[config.mk]
export PLATFORM = sky130hd
export DESIGN_NAME = battery_pack_protection_unit
export DESIGN_NICKNAME = d
export VERILOG_FILES = /design/src/rtl/bpp_pkg.sv /design/src/rtl/bpp_trip_eval.sv /design/src/rtl/battery_pack_protection_unit.sv
export SDC_FILE = /design/constraint.sdc
export NUM_CORES = 2
export LEC_CHECK = 0
export BUFFER_PORTS_ARGS = -buffer_cell sky130_fd_sc_hd__clkbuf_2
export CORE_ASPECT_RATIO = 0.6
export CORE_MARGIN = 5
export CORE_UTILIZATION = 40
export CTS_CLUSTER_DIAMETER = 60
export CTS_CLUSTER_SIZE = 25
export DETAILED_ROUTE_END_ITERATION = 6
export MAX_ROUTING_LAYER = met4
export PLACE_DENSITY_LB_ADDON = 0.3
export SYNTH_ARGS = -nofsm -noshare
export SYNTH_HDL_FRONTEND = slang
export SYNTH_SLANG_ARGS = --single-unit
[constraint.sdc]
create_clock -name clock -period 9.05 [get_ports clock]
set_input_delay 0 -clock clock [delete_from_list [all_inputs] [get_ports clock]]
set_output_delay 0 -clock clock [all_outputs]
set_load 0.005 [all_outputs]
[src/rtl/bpp_pkg.sv]
package bpp_pkg;

   localparam int BusWidth   = 15;
   localparam int ShuntWidth = 16;
   localparam int TapWidth   = 14;
   localparam int GainWidth  = 18;
   localparam int QWidth     = TapWidth + GainWidth;
   localparam int MvWidth    = 16;
   localparam int CsrWidth   = 18;
   localparam int CsrIdxWidth = 3;

   localparam logic [QWidth-1:0] BalanceQ = QWidth'(4150) << 16;

   typedef enum logic [1:0] {
      CAUSE_NONE        = 2'd0,
      CAUSE_OVERCURRENT = 2'd1,
      CAUSE_OVERVOLTAGE = 2'd2,
      CAUSE_UNDERVOLT   = 2'd3
   } cause_type;

   typedef enum logic [CsrIdxWidth-1:0] {
      REG_OVERCURRENT = 3'd0,
      REG_OVERVOLTAGE = 3'd1,
      REG_UVLO_LOAD   = 3'd2,
      REG_UVLO_IDLE   = 3'd3,
      REG_DISCHARGE   = 3'd4,
      REG_TAP1_GAIN   = 3'd5,
      REG_TAP2_GAIN   = 3'd6,
      REG_TAP3_GAIN   = 3'd7
   } reg_index_type;

   typedef struct packed {
      logic signed [ShuntWidth-1:0] overcurrent_limit;
      logic [BusWidth-1:0]          overvoltage_limit;
      logic [BusWidth-1:0]          uvlo_load_limit;
      logic [BusWidth-1:0]          uvlo_idle_limit;
      logic signed [ShuntWidth-1:0] discharge_limit;
   } limits_type;

   typedef struct packed {
      cause_type cause;
      logic      discharging;
   } trip_type;

endpackage

[src/rtl/bpp_trip_eval.sv]
module bpp_trip_eval
   import bpp_pkg::*;
(
   input  limits_type                   limits,
   input  logic [BusWidth-1:0]          bus_code,
   input  logic signed [ShuntWidth-1:0] shunt_code,
   output trip_type                     trip
);

   logic                dis;
   logic [BusWidth-1:0] uvlo_limit;

   assign dis        = shunt_code > limits.discharge_limit;
   assign uvlo_limit = dis ? limits.uvlo_load_limit : limits.uvlo_idle_limit;

   always_comb begin
      trip.discharging = dis;
      if (shunt_code > limits.overcurrent_limit) begin
         trip.cause = CAUSE_OVERCURRENT;
      end else if (bus_code > limits.overvoltage_limit) begin
         trip.cause = CAUSE_OVERVOLTAGE;
      end else if (bus_code < uvlo_limit) begin
         trip.cause = CAUSE_UNDERVOLT;
      end else begin
         trip.cause = CAUSE_NONE;
      end
   end

endmodule

[src/rtl/battery_pack_protection_unit.sv]
// Path: an input transfer passes through the multiply, cell difference, threshold and
// output register stages before its result is valid and can transfer.
// Throughput: one measurement set per cycle when the result is not stalled; a stalled
// result holds the full stages behind it, while a stage behind an empty one still advances.
// Reset: clears all stage valid bits and loads the limit and gain registers
// with their default values.
module battery_pack_protection_unit
   import bpp_pkg::*;
(
   input  logic                          clock,
   input  logic                          reset,
   input  logic                          req_valid,
   output logic                          req_ready,
   input  logic [BusWidth-1:0]           req_bus_code,
   input  logic signed [ShuntWidth-1:0]  req_shunt_code,
   input  logic [TapWidth-1:0]           req_tap1_sum,
   input  logic [TapWidth-1:0]           req_tap2_sum,
   input  logic [TapWidth-1:0]           req_tap3_sum,
   output logic                          rsp_valid,
   input  logic                          rsp_ready,
   output logic                          rsp_relay_closed,
   output logic [1:0]                    rsp_trip_cause,
   output logic                          rsp_discharging,
   output logic                          rsp_balance_one,
   output logic                          rsp_balance_two,
   output logic                          rsp_balance_three,
   output logic [MvWidth-1:0]            rsp_cell1_mv,
   output logic [MvWidth-1:0]            rsp_cell2_mv,
   output logic [MvWidth-1:0]            rsp_cell3_mv,
   input  logic                          csr_we,
   input  logic [CsrIdxWidth-1:0]        csr_index,
   input  logic [CsrWidth-1:0]           csr_wdata
);

   limits_type           limits_ff;
   logic [GainWidth-1:0] gain1_ff, gain2_ff, gain3_ff;

   always_ff @(posedge clock) begin
      if (reset) begin
         limits_ff.overcurrent_limit <= ShuntWidth'(32000);
         limits_ff.overvoltage_limit <= BusWidth'(10160);
         limits_ff.uvlo_load_limit   <= BusWidth'(6800);
         limits_ff.uvlo_idle_limit   <= BusWidth'(7680);
         limits_ff.discharge_limit   <= ShuntWidth'(600);
         gain1_ff <= GainWidth'(31014);
         gain2_ff <= GainWidth'(67479);
         gain3_ff <= GainWidth'(85375);
      end else if (csr_we) begin
         case (reg_index_type'(csr_index))
            REG_OVERCURRENT: limits_ff.overcurrent_limit <= csr_wdata[ShuntWidth-1:0];
            REG_OVERVOLTAGE: limits_ff.overvoltage_limit <= csr_wdata[BusWidth-1:0];
            REG_UVLO_LOAD:   limits_ff.uvlo_load_limit   <= csr_wdata[BusWidth-1:0];
            REG_UVLO_IDLE:   limits_ff.uvlo_idle_limit   <= csr_wdata[BusWidth-1:0];
            REG_DISCHARGE:   limits_ff.discharge_limit   <= csr_wdata[ShuntWidth-1:0];
            REG_TAP1_GAIN:   gain1_ff <= csr_wdata[GainWidth-1:0];
            REG_TAP2_GAIN:   gain2_ff <= csr_wdata[GainWidth-1:0];
            REG_TAP3_GAIN:   gain3_ff <= csr_wdata[GainWidth-1:0];
            default: ;
         endcase
      end
   end

   logic v1_ff, v2_ff, v3_ff;
   logic rdy1, rdy2, rdy3;

   assign rdy3      = !v3_ff || rsp_ready;
   assign rdy2      = !v2_ff || rdy3;
   assign rdy1      = !v1_ff || rdy2;
   assign req_ready = rdy1;

   trip_type trip_in;
   trip_type trip1_ff, trip2_ff, trip3_ff;

   bpp_trip_eval u_trip (
      .limits     (limits_ff),
      .bus_code   (req_bus_code),
      .shunt_code (req_shunt_code),
      .trip       (trip_in)
   );

   logic [QWidth-1:0] t1_in, t2_in, t3_in;
   logic [QWidth-1:0] t1_ff, t2_ff, t3_ff;
   logic [QWidth-1:0] c1_ff, c2_ff, c3_ff;
   logic [QWidth-1:0] c2_in, c3_in;

   assign t1_in = QWidth'(req_tap1_sum) * QWidth'(gain1_ff);
   assign t2_in = QWidth'(req_tap2_sum) * QWidth'(gain2_ff);
   assign t3_in = QWidth'(req_tap3_sum) * QWidth'(gain3_ff);

   assign c2_in = (t2_ff > t1_ff) ? t2_ff - t1_ff : '0;
   assign c3_in = (t3_ff > t2_ff) ? t3_ff - t2_ff : '0;

   always_ff @(posedge clock) begin
      if (reset) begin
         v1_ff <= 1'b0;
         v2_ff <= 1'b0;
         v3_ff <= 1'b0;
      end else begin
         if (rdy1) v1_ff <= req_valid;
         if (rdy2) v2_ff <= v1_ff;
         if (rdy3) v3_ff <= v2_ff;
      end
   end

   logic bal1_ff, bal2_ff, bal3_ff;

   always_ff @(posedge clock) begin
      if (rdy1 && req_valid) begin
         t1_ff    <= t1_in;
         t2_ff    <= t2_in;
         t3_ff    <= t3_in;
         trip1_ff <= trip_in;
      end
      if (rdy2 && v1_ff) begin
         c1_ff    <= t1_ff;
         c2_ff    <= c2_in;
         c3_ff    <= c3_in;
         trip2_ff <= trip1_ff;
      end
      if (rdy3 && v2_ff) begin
         trip3_ff     <= trip2_ff;
         bal1_ff      <= (c1_ff > BalanceQ) && !trip2_ff.discharging;
         bal2_ff      <= (c2_ff > BalanceQ) && !trip2_ff.discharging;
         bal3_ff      <= (c3_ff > BalanceQ) && !trip2_ff.discharging;
         rsp_cell1_mv <= c1_ff[QWidth-1 -: MvWidth];
         rsp_cell2_mv <= c2_ff[QWidth-1 -: MvWidth];
         rsp_cell3_mv <= c3_ff[QWidth-1 -: MvWidth];
      end
   end

   assign rsp_valid         = v3_ff;
   assign rsp_trip_cause    = trip3_ff.cause;
   assign rsp_relay_closed  = (trip3_ff.cause == CAUSE_NONE);
   assign rsp_discharging   = trip3_ff.discharging;
   assign rsp_balance_one   = bal1_ff;
   assign rsp_balance_two   = bal2_ff;
   assign rsp_balance_three = bal3_ff;

endmodule

-- Yosys cells after proc, flatten, opt, wreduce, memory -nomap -nowiden
Cells that the tools add are included.
- register bits: 386
- bits of input ports: 99
- output and inout port bits: 57
- word-level logic and storage cells: 76
- add/subtract/negate cells: 2
- $mul: 3
- magnitude comparators: 9
- equality and inequality tests: 7
- multiplexer cells: 3
- reductions and logical operators: 23
- operators with widths (kind ; number):
    32-bit by 29-bit greater-than comparator with 1-bit output, second input constant ; 3
    14-bit by 18-bit multiplier with 32-bit output ; 3
    32-bit greater-than comparator ; 2
    32-bit subtractor ; 2
    16-bit greater-than comparator ; 2
    2-bit AND reduction ; 8
    15-bit greater-than comparator ; 1
    15-bit < comparator ; 1
    15-bit 2-to-1 mux ; 1
    3-bit == test, second input constant ; 4
    3-bit by 2-bit == test with 1-bit output, second input constant ; 2
    1-bit logical AND ; 6
    1-bit zero test ; 4
    2-bit 2-to-1 mux ; 2
    3-bit by 1-bit == test with 1-bit output, second input constant ; 1
    3-bit zero test ; 1
    1-bit logical OR ; 3
    2-bit zero test ; 1

-- Longest topological paths before layout
- depth after elaboration: 5
- gate-level depth with buffers: 26
- depth with buffers taken out: 24

-- Modules after synthesis
A second synthesis with hierarchy kept.
- cells, all modules: 4543
- area total of the unflattened synthesis: 42684.7 µm²
- modules (own cells, without submodules) (module ; instances ; cells an instance ; area an instance (µm²) ; seq. area each (µm²)):
    battery_pack_protection_unit ; 1 ; 4313 ; 40949.3 ; 10249.8
    bpp_trip_eval ; 1 ; 230 ; 1735.4 ; 0.0

-- Worst setup path before layout
Ideal clock, no wire load.
- path kind: reg-to-reg
- start point: reg v3_ff, in the netlist rsp_valid
- end point: reg c1_ff[0], enable pin
- setup time: 708 ps
- arrival time: 7663 ps
- data required time: 8342 ps
- path slack: 679 ps
- stages on the path, launching flop included: 3
- buffers on the path: 0
- cell sequence: dfxtp_1 > nor2b_1 > a21boi_0
- longest elaborated chain between the ends: 4
- ends and longest elaborated chain (item ; RTL line ; source):
    from (decl) ; battery_pack_protection_unit.sv:63 ; logic v1_ff, v2_ff, v3_ff;
    from (signal assigned) ; battery_pack_protection_unit.sv:101 ; if (rdy3) v3_ff <= v2_ff;
    1-bit zero test ; battery_pack_protection_unit.sv:66 ; assign rdy3 = !v3_ff || rsp_ready;
    1-bit logical OR ; battery_pack_protection_unit.sv:66 ;
    1-bit logical OR ; battery_pack_protection_unit.sv:67 ; assign rdy2 = !v2_ff || rdy3;
    1-bit logical AND ; battery_pack_protection_unit.sv:114 ; if (rdy2 && v1_ff) begin
    to (signal assigned) ; battery_pack_protection_unit.sv:115 ; c1_ff <= t1_ff;
    to (decl) ; battery_pack_protection_unit.sv:83 ; logic [QWidth-1:0] c1_ff, c2_ff, c3_ff;
No other way between the ends.
A chain may end at the register's enable or synchronous reset.

-- Worst setup path in the final report
- start point: reg gain2_ff[10]
- end point: reg t2_ff[31] (data pin)
- longest elaborated chain between the ends: 1
- ends and longest elaborated chain (item ; RTL line ; source):
    from (decl) ; battery_pack_protection_unit.sv:36 ; logic [GainWidth-1:0] gain1_ff, gain2_ff, gain3_ff;
    from (signal assigned) ; battery_pack_protection_unit.sv:46 ; gain2_ff <= GainWidth'(67479);
    from (signal assigned) ; battery_pack_protection_unit.sv:56 ; REG_TAP2_GAIN: gain2_ff <= csr_wdata[GainWidth-1:0];
    14-bit by 18-bit multiplier with 32-bit output ; battery_pack_protection_unit.sv:87 ; assign t2_in = QWidth'(req_tap2_sum) * QWidth'(gain2_ff);
    named net t2_in[31] ; battery_pack_protection_unit.sv:81 ; logic [QWidth-1:0] t1_in, t2_in, t3_in;
    to (signal assigned) ; battery_pack_protection_unit.sv:110 ; t2_ff <= t2_in;
    to (decl) ; battery_pack_protection_unit.sv:82 ; logic [QWidth-1:0] t1_ff, t2_ff, t3_ff;
The timed path passes the listed nets, and every way through them passes these cells.

==> results.sh <==
export IMPL_status="completed"
export IMPL_ys_top_cells_by_count="inv_1, nand2_1, fa_1"
export IMPL_die_w_um=430
export IMPL_drt_total_wl_mm=115
export IMPL_fillers=10200
export IMPL_worstSetupEndpointType="flop"
export IMPL_maxCapViolations=0
export IMPL_firstDrtPassIters=5
export IMPL_fin_util=0.435
export IMPL_ir_drop_mv=0.399
export IMPL_die_y_um=262
export IMPL_synth_seq_cells=386
export IMPL_worst_slew_pin_slew_ps=1220
export IMPL_worst_setup_path_type="flop to flop"
export IMPL_fin_area_um2=45700
export IMPL_cts_sinks=386
export IMPL_ctsResizeCount=0
export IMPL_finalCriticalPeriod_ps=6720
export IMPL_setup_violations=0
export IMPL_synth_top_area_cell="fa_1"
export IMPL_synth_cells=4490
export IMPL_dieArea_um2=113000
export IMPL_ys_seq_area_frac=0.242
export IMPL_pin_count=156
export IMPL_ys_flop_type="edfxtp_1"
export IMPL_power_density_nw_per_um2=370
export IMPL_vias_per_cell=5.14
export IMPL_clk_pin_slew_worst_paths_ps=90
export IMPL_synth_top_family_by_area="adder cells"
export IMPL_synth_nets=5571
export IMPL_yosysWarningCount=0
export IMPL_gr_usage_all_layers=0.213
export IMPL_core_area_um2=105000
export IMPL_slew_headroom=0.185
export IMPL_fmax_ghz=0.149
export IMPL_synth_mux_area_frac=0.00390
export IMPL_synthDistinctLibCells=76
export IMPL_start_util=0.403
export IMPL_yosys_top_cells_area="fa_1, edfxtp_1, ha_1, inv_1, nand2_1"
export IMPL_antenna_found_initial=3
export IMPL_synth_xor_area_frac=0.0271
export IMPL_grt_max_degree=82
export IMPL_layout_setup_ws_ps=2330
export IMPL_clkLatencyLatePin_ps=640
export IMPL_syn_avg_cell_area_um2=9.43
export IMPL_vias=30600
export IMPL_place_ws_ps=2390
export IMPL_final_period_utilization=0.743
export IMPL_io_buffers=155
export IMPL_clock_path_buffers=3
export IMPL_wl_per_cell_um=19.3
export IMPL_synth_most_common_cell="inv_1"
export IMPL_synth_area_um2=42300
export IMPL_synth_edf_count=252
export IMPL_hp_class="input port to flop"
export IMPL_rows=92
export IMPL_cts_tree="built"
export IMPL_worst_setup_path_start_kind="flop"
export IMPL_cp_max_fo=15
export IMPL_synthArstFlopShare=0
export IMPL_layout_drive_gt1_share=0.0550
export IMPL_synth_compound_area_frac=0.0835
export IMPL_cts_htree_levels=1
export IMPL_synth_top_area_frac=0.269
export IMPL_nNetsFinal=5607
export IMPL_dr_first_iter_drc_count=2536
export IMPL_p_total_w=0.0169
export IMPL_drv_slew=0
export IMPL_cp_data_arrival_time_ps=7110
export IMPL_dpl_hpwl_mm=93.1
export IMPL_skew_ps=26.4
export IMPL_grt_pass1_vias=30900
export IMPL_hold_viol=0
export IMPL_cts_buffers=30
export IMPL_synthSimpleGateAreaFrac=0.169
export IMPL_antenna_left=0
export IMPL_overflow=0
export IMPL_route_detailed_drc=0
export IMPL_synthAdderAreaFrac=0.391
export IMPL_rsz0062_at_grt="false"
export IMPL_dpl_cell_area_um2=44300
export IMPL_fin_setup_tns_ps=0
export IMPL_grt_pass1_wl_mm=182
export IMPL_power_leakage_nw=21.6
export IMPL_cts_root_buf="clkbuf_16"
export IMPL_gp_congestion=0.943
export IMPL_required_ps=9440
export IMPL_area_growth_pct=7.94
[worst paths after layout]
check | startpoint | endpoint | slack [ps] | cells past startpoint
min | req_tap1_sum[0] | t1_ff[0] | 50 | 2
min reg2reg | trip1_ff[1] | trip2_ff[1] | 420 | 0
max | gain2_ff[10] | t2_ff[31] | 2330 | 21
max reg2reg | gain2_ff[10] | t2_ff[31] | 2330 | 21
[sequential cells by signal (all words and copies together) (netlist names), 18 cells and up]
name and flops:
c2_ff 32, t3_ff 32, limits_ff 77, c3_ff 32, gain2_ff 18, gain3_ff 18
gain1_ff 18, t2_ff 32, t1_ff 32, c1_ff 32
[critical path, cell delays in order (launching register included)]
cell      delay [ps]
dfxtp_1          680
nand2_1          160
fa_1             480
fa_1             540
inv_1             50
fa_1             590
fa_1             440
fa_1             490
inv_1             60
fa_1             470
inv_1             60
ha_1             390
a21o_1           210
a21o_1           170
a221oi_1         370
nand4_1          170
a21oi_1          320
o31ai_1          180
o31a_1           280
o21a_1           170
nor2_1           110
xnor2_1           70
[cell families after synthesis]
kind of cell / after synthesis
multiplexers: 16
AO/OA/AOI/OAI: 550
AND/OR/NAND/NOR: 1498
adder cells (fa/ha/maj): 982
flip-flops: 386
XOR/XNOR: 131
buffers and inverters: 927
[area by class of cell]
type                    instances  area, um2  share of cell area
diodes                          4       10.0            0.000219
clock buffers                  33        783              0.0171
clock inverters                22        342             0.00748
inverters                     735       2760              0.0604
multi-input cells            3177      28600               0.626
flip-flops and latches        386      10200               0.224
well taps                    1410       1760              0.0386
repair buffers                196       1160              0.0254
[through the flow]
stage,instances,hold slack (ps)
2_1_floorplan,4490,121
3_3_place_gp,5875,310
3_5_place_dp,5875,321
4_1_cts,5959,14.7
5_1_grt,5962,68.8
6_report,5963,53.0
[where the power goes]
group	switching, W	internal (W)	leakage, nW
sequential	0.000272	0.00281	3.50
clock	0.000812	0.000700	0.538
combinational	0.00728	0.00502	17.6
total	0.00837	0.00854	21.6
[what timing repair did]
item | 4_1_cts | 5_1_grt
hold buffers | 29 | 0
hold endpoints to repair | 132 | 0
setup buffers | 0 | 0
[routing by layer]
layer,global-route usage,up-vias,share of wire
met2,0.286,1009,0.39
met5,-,-,0
met3,0.0531,78,0.093
met1,0.329,15100,0.50
li1,-,14400,-
met4,0.0261,0,0.013
[placed cells by master (no fill, tap or decap), drive strengths merged, types with 82 or more instances in the layout]
cell type	netlist	routed
ha	413	413
xnor2	82	82
a21oi	216	216
nand2	719	719
nor2	168	168
and2	352	352
a21o	89	89
dfxtp	134	134
inv	735	748
clkbuf	184	187
fa	569	569
edfxtp	252	252
Power figures use the tool's default switching activity.
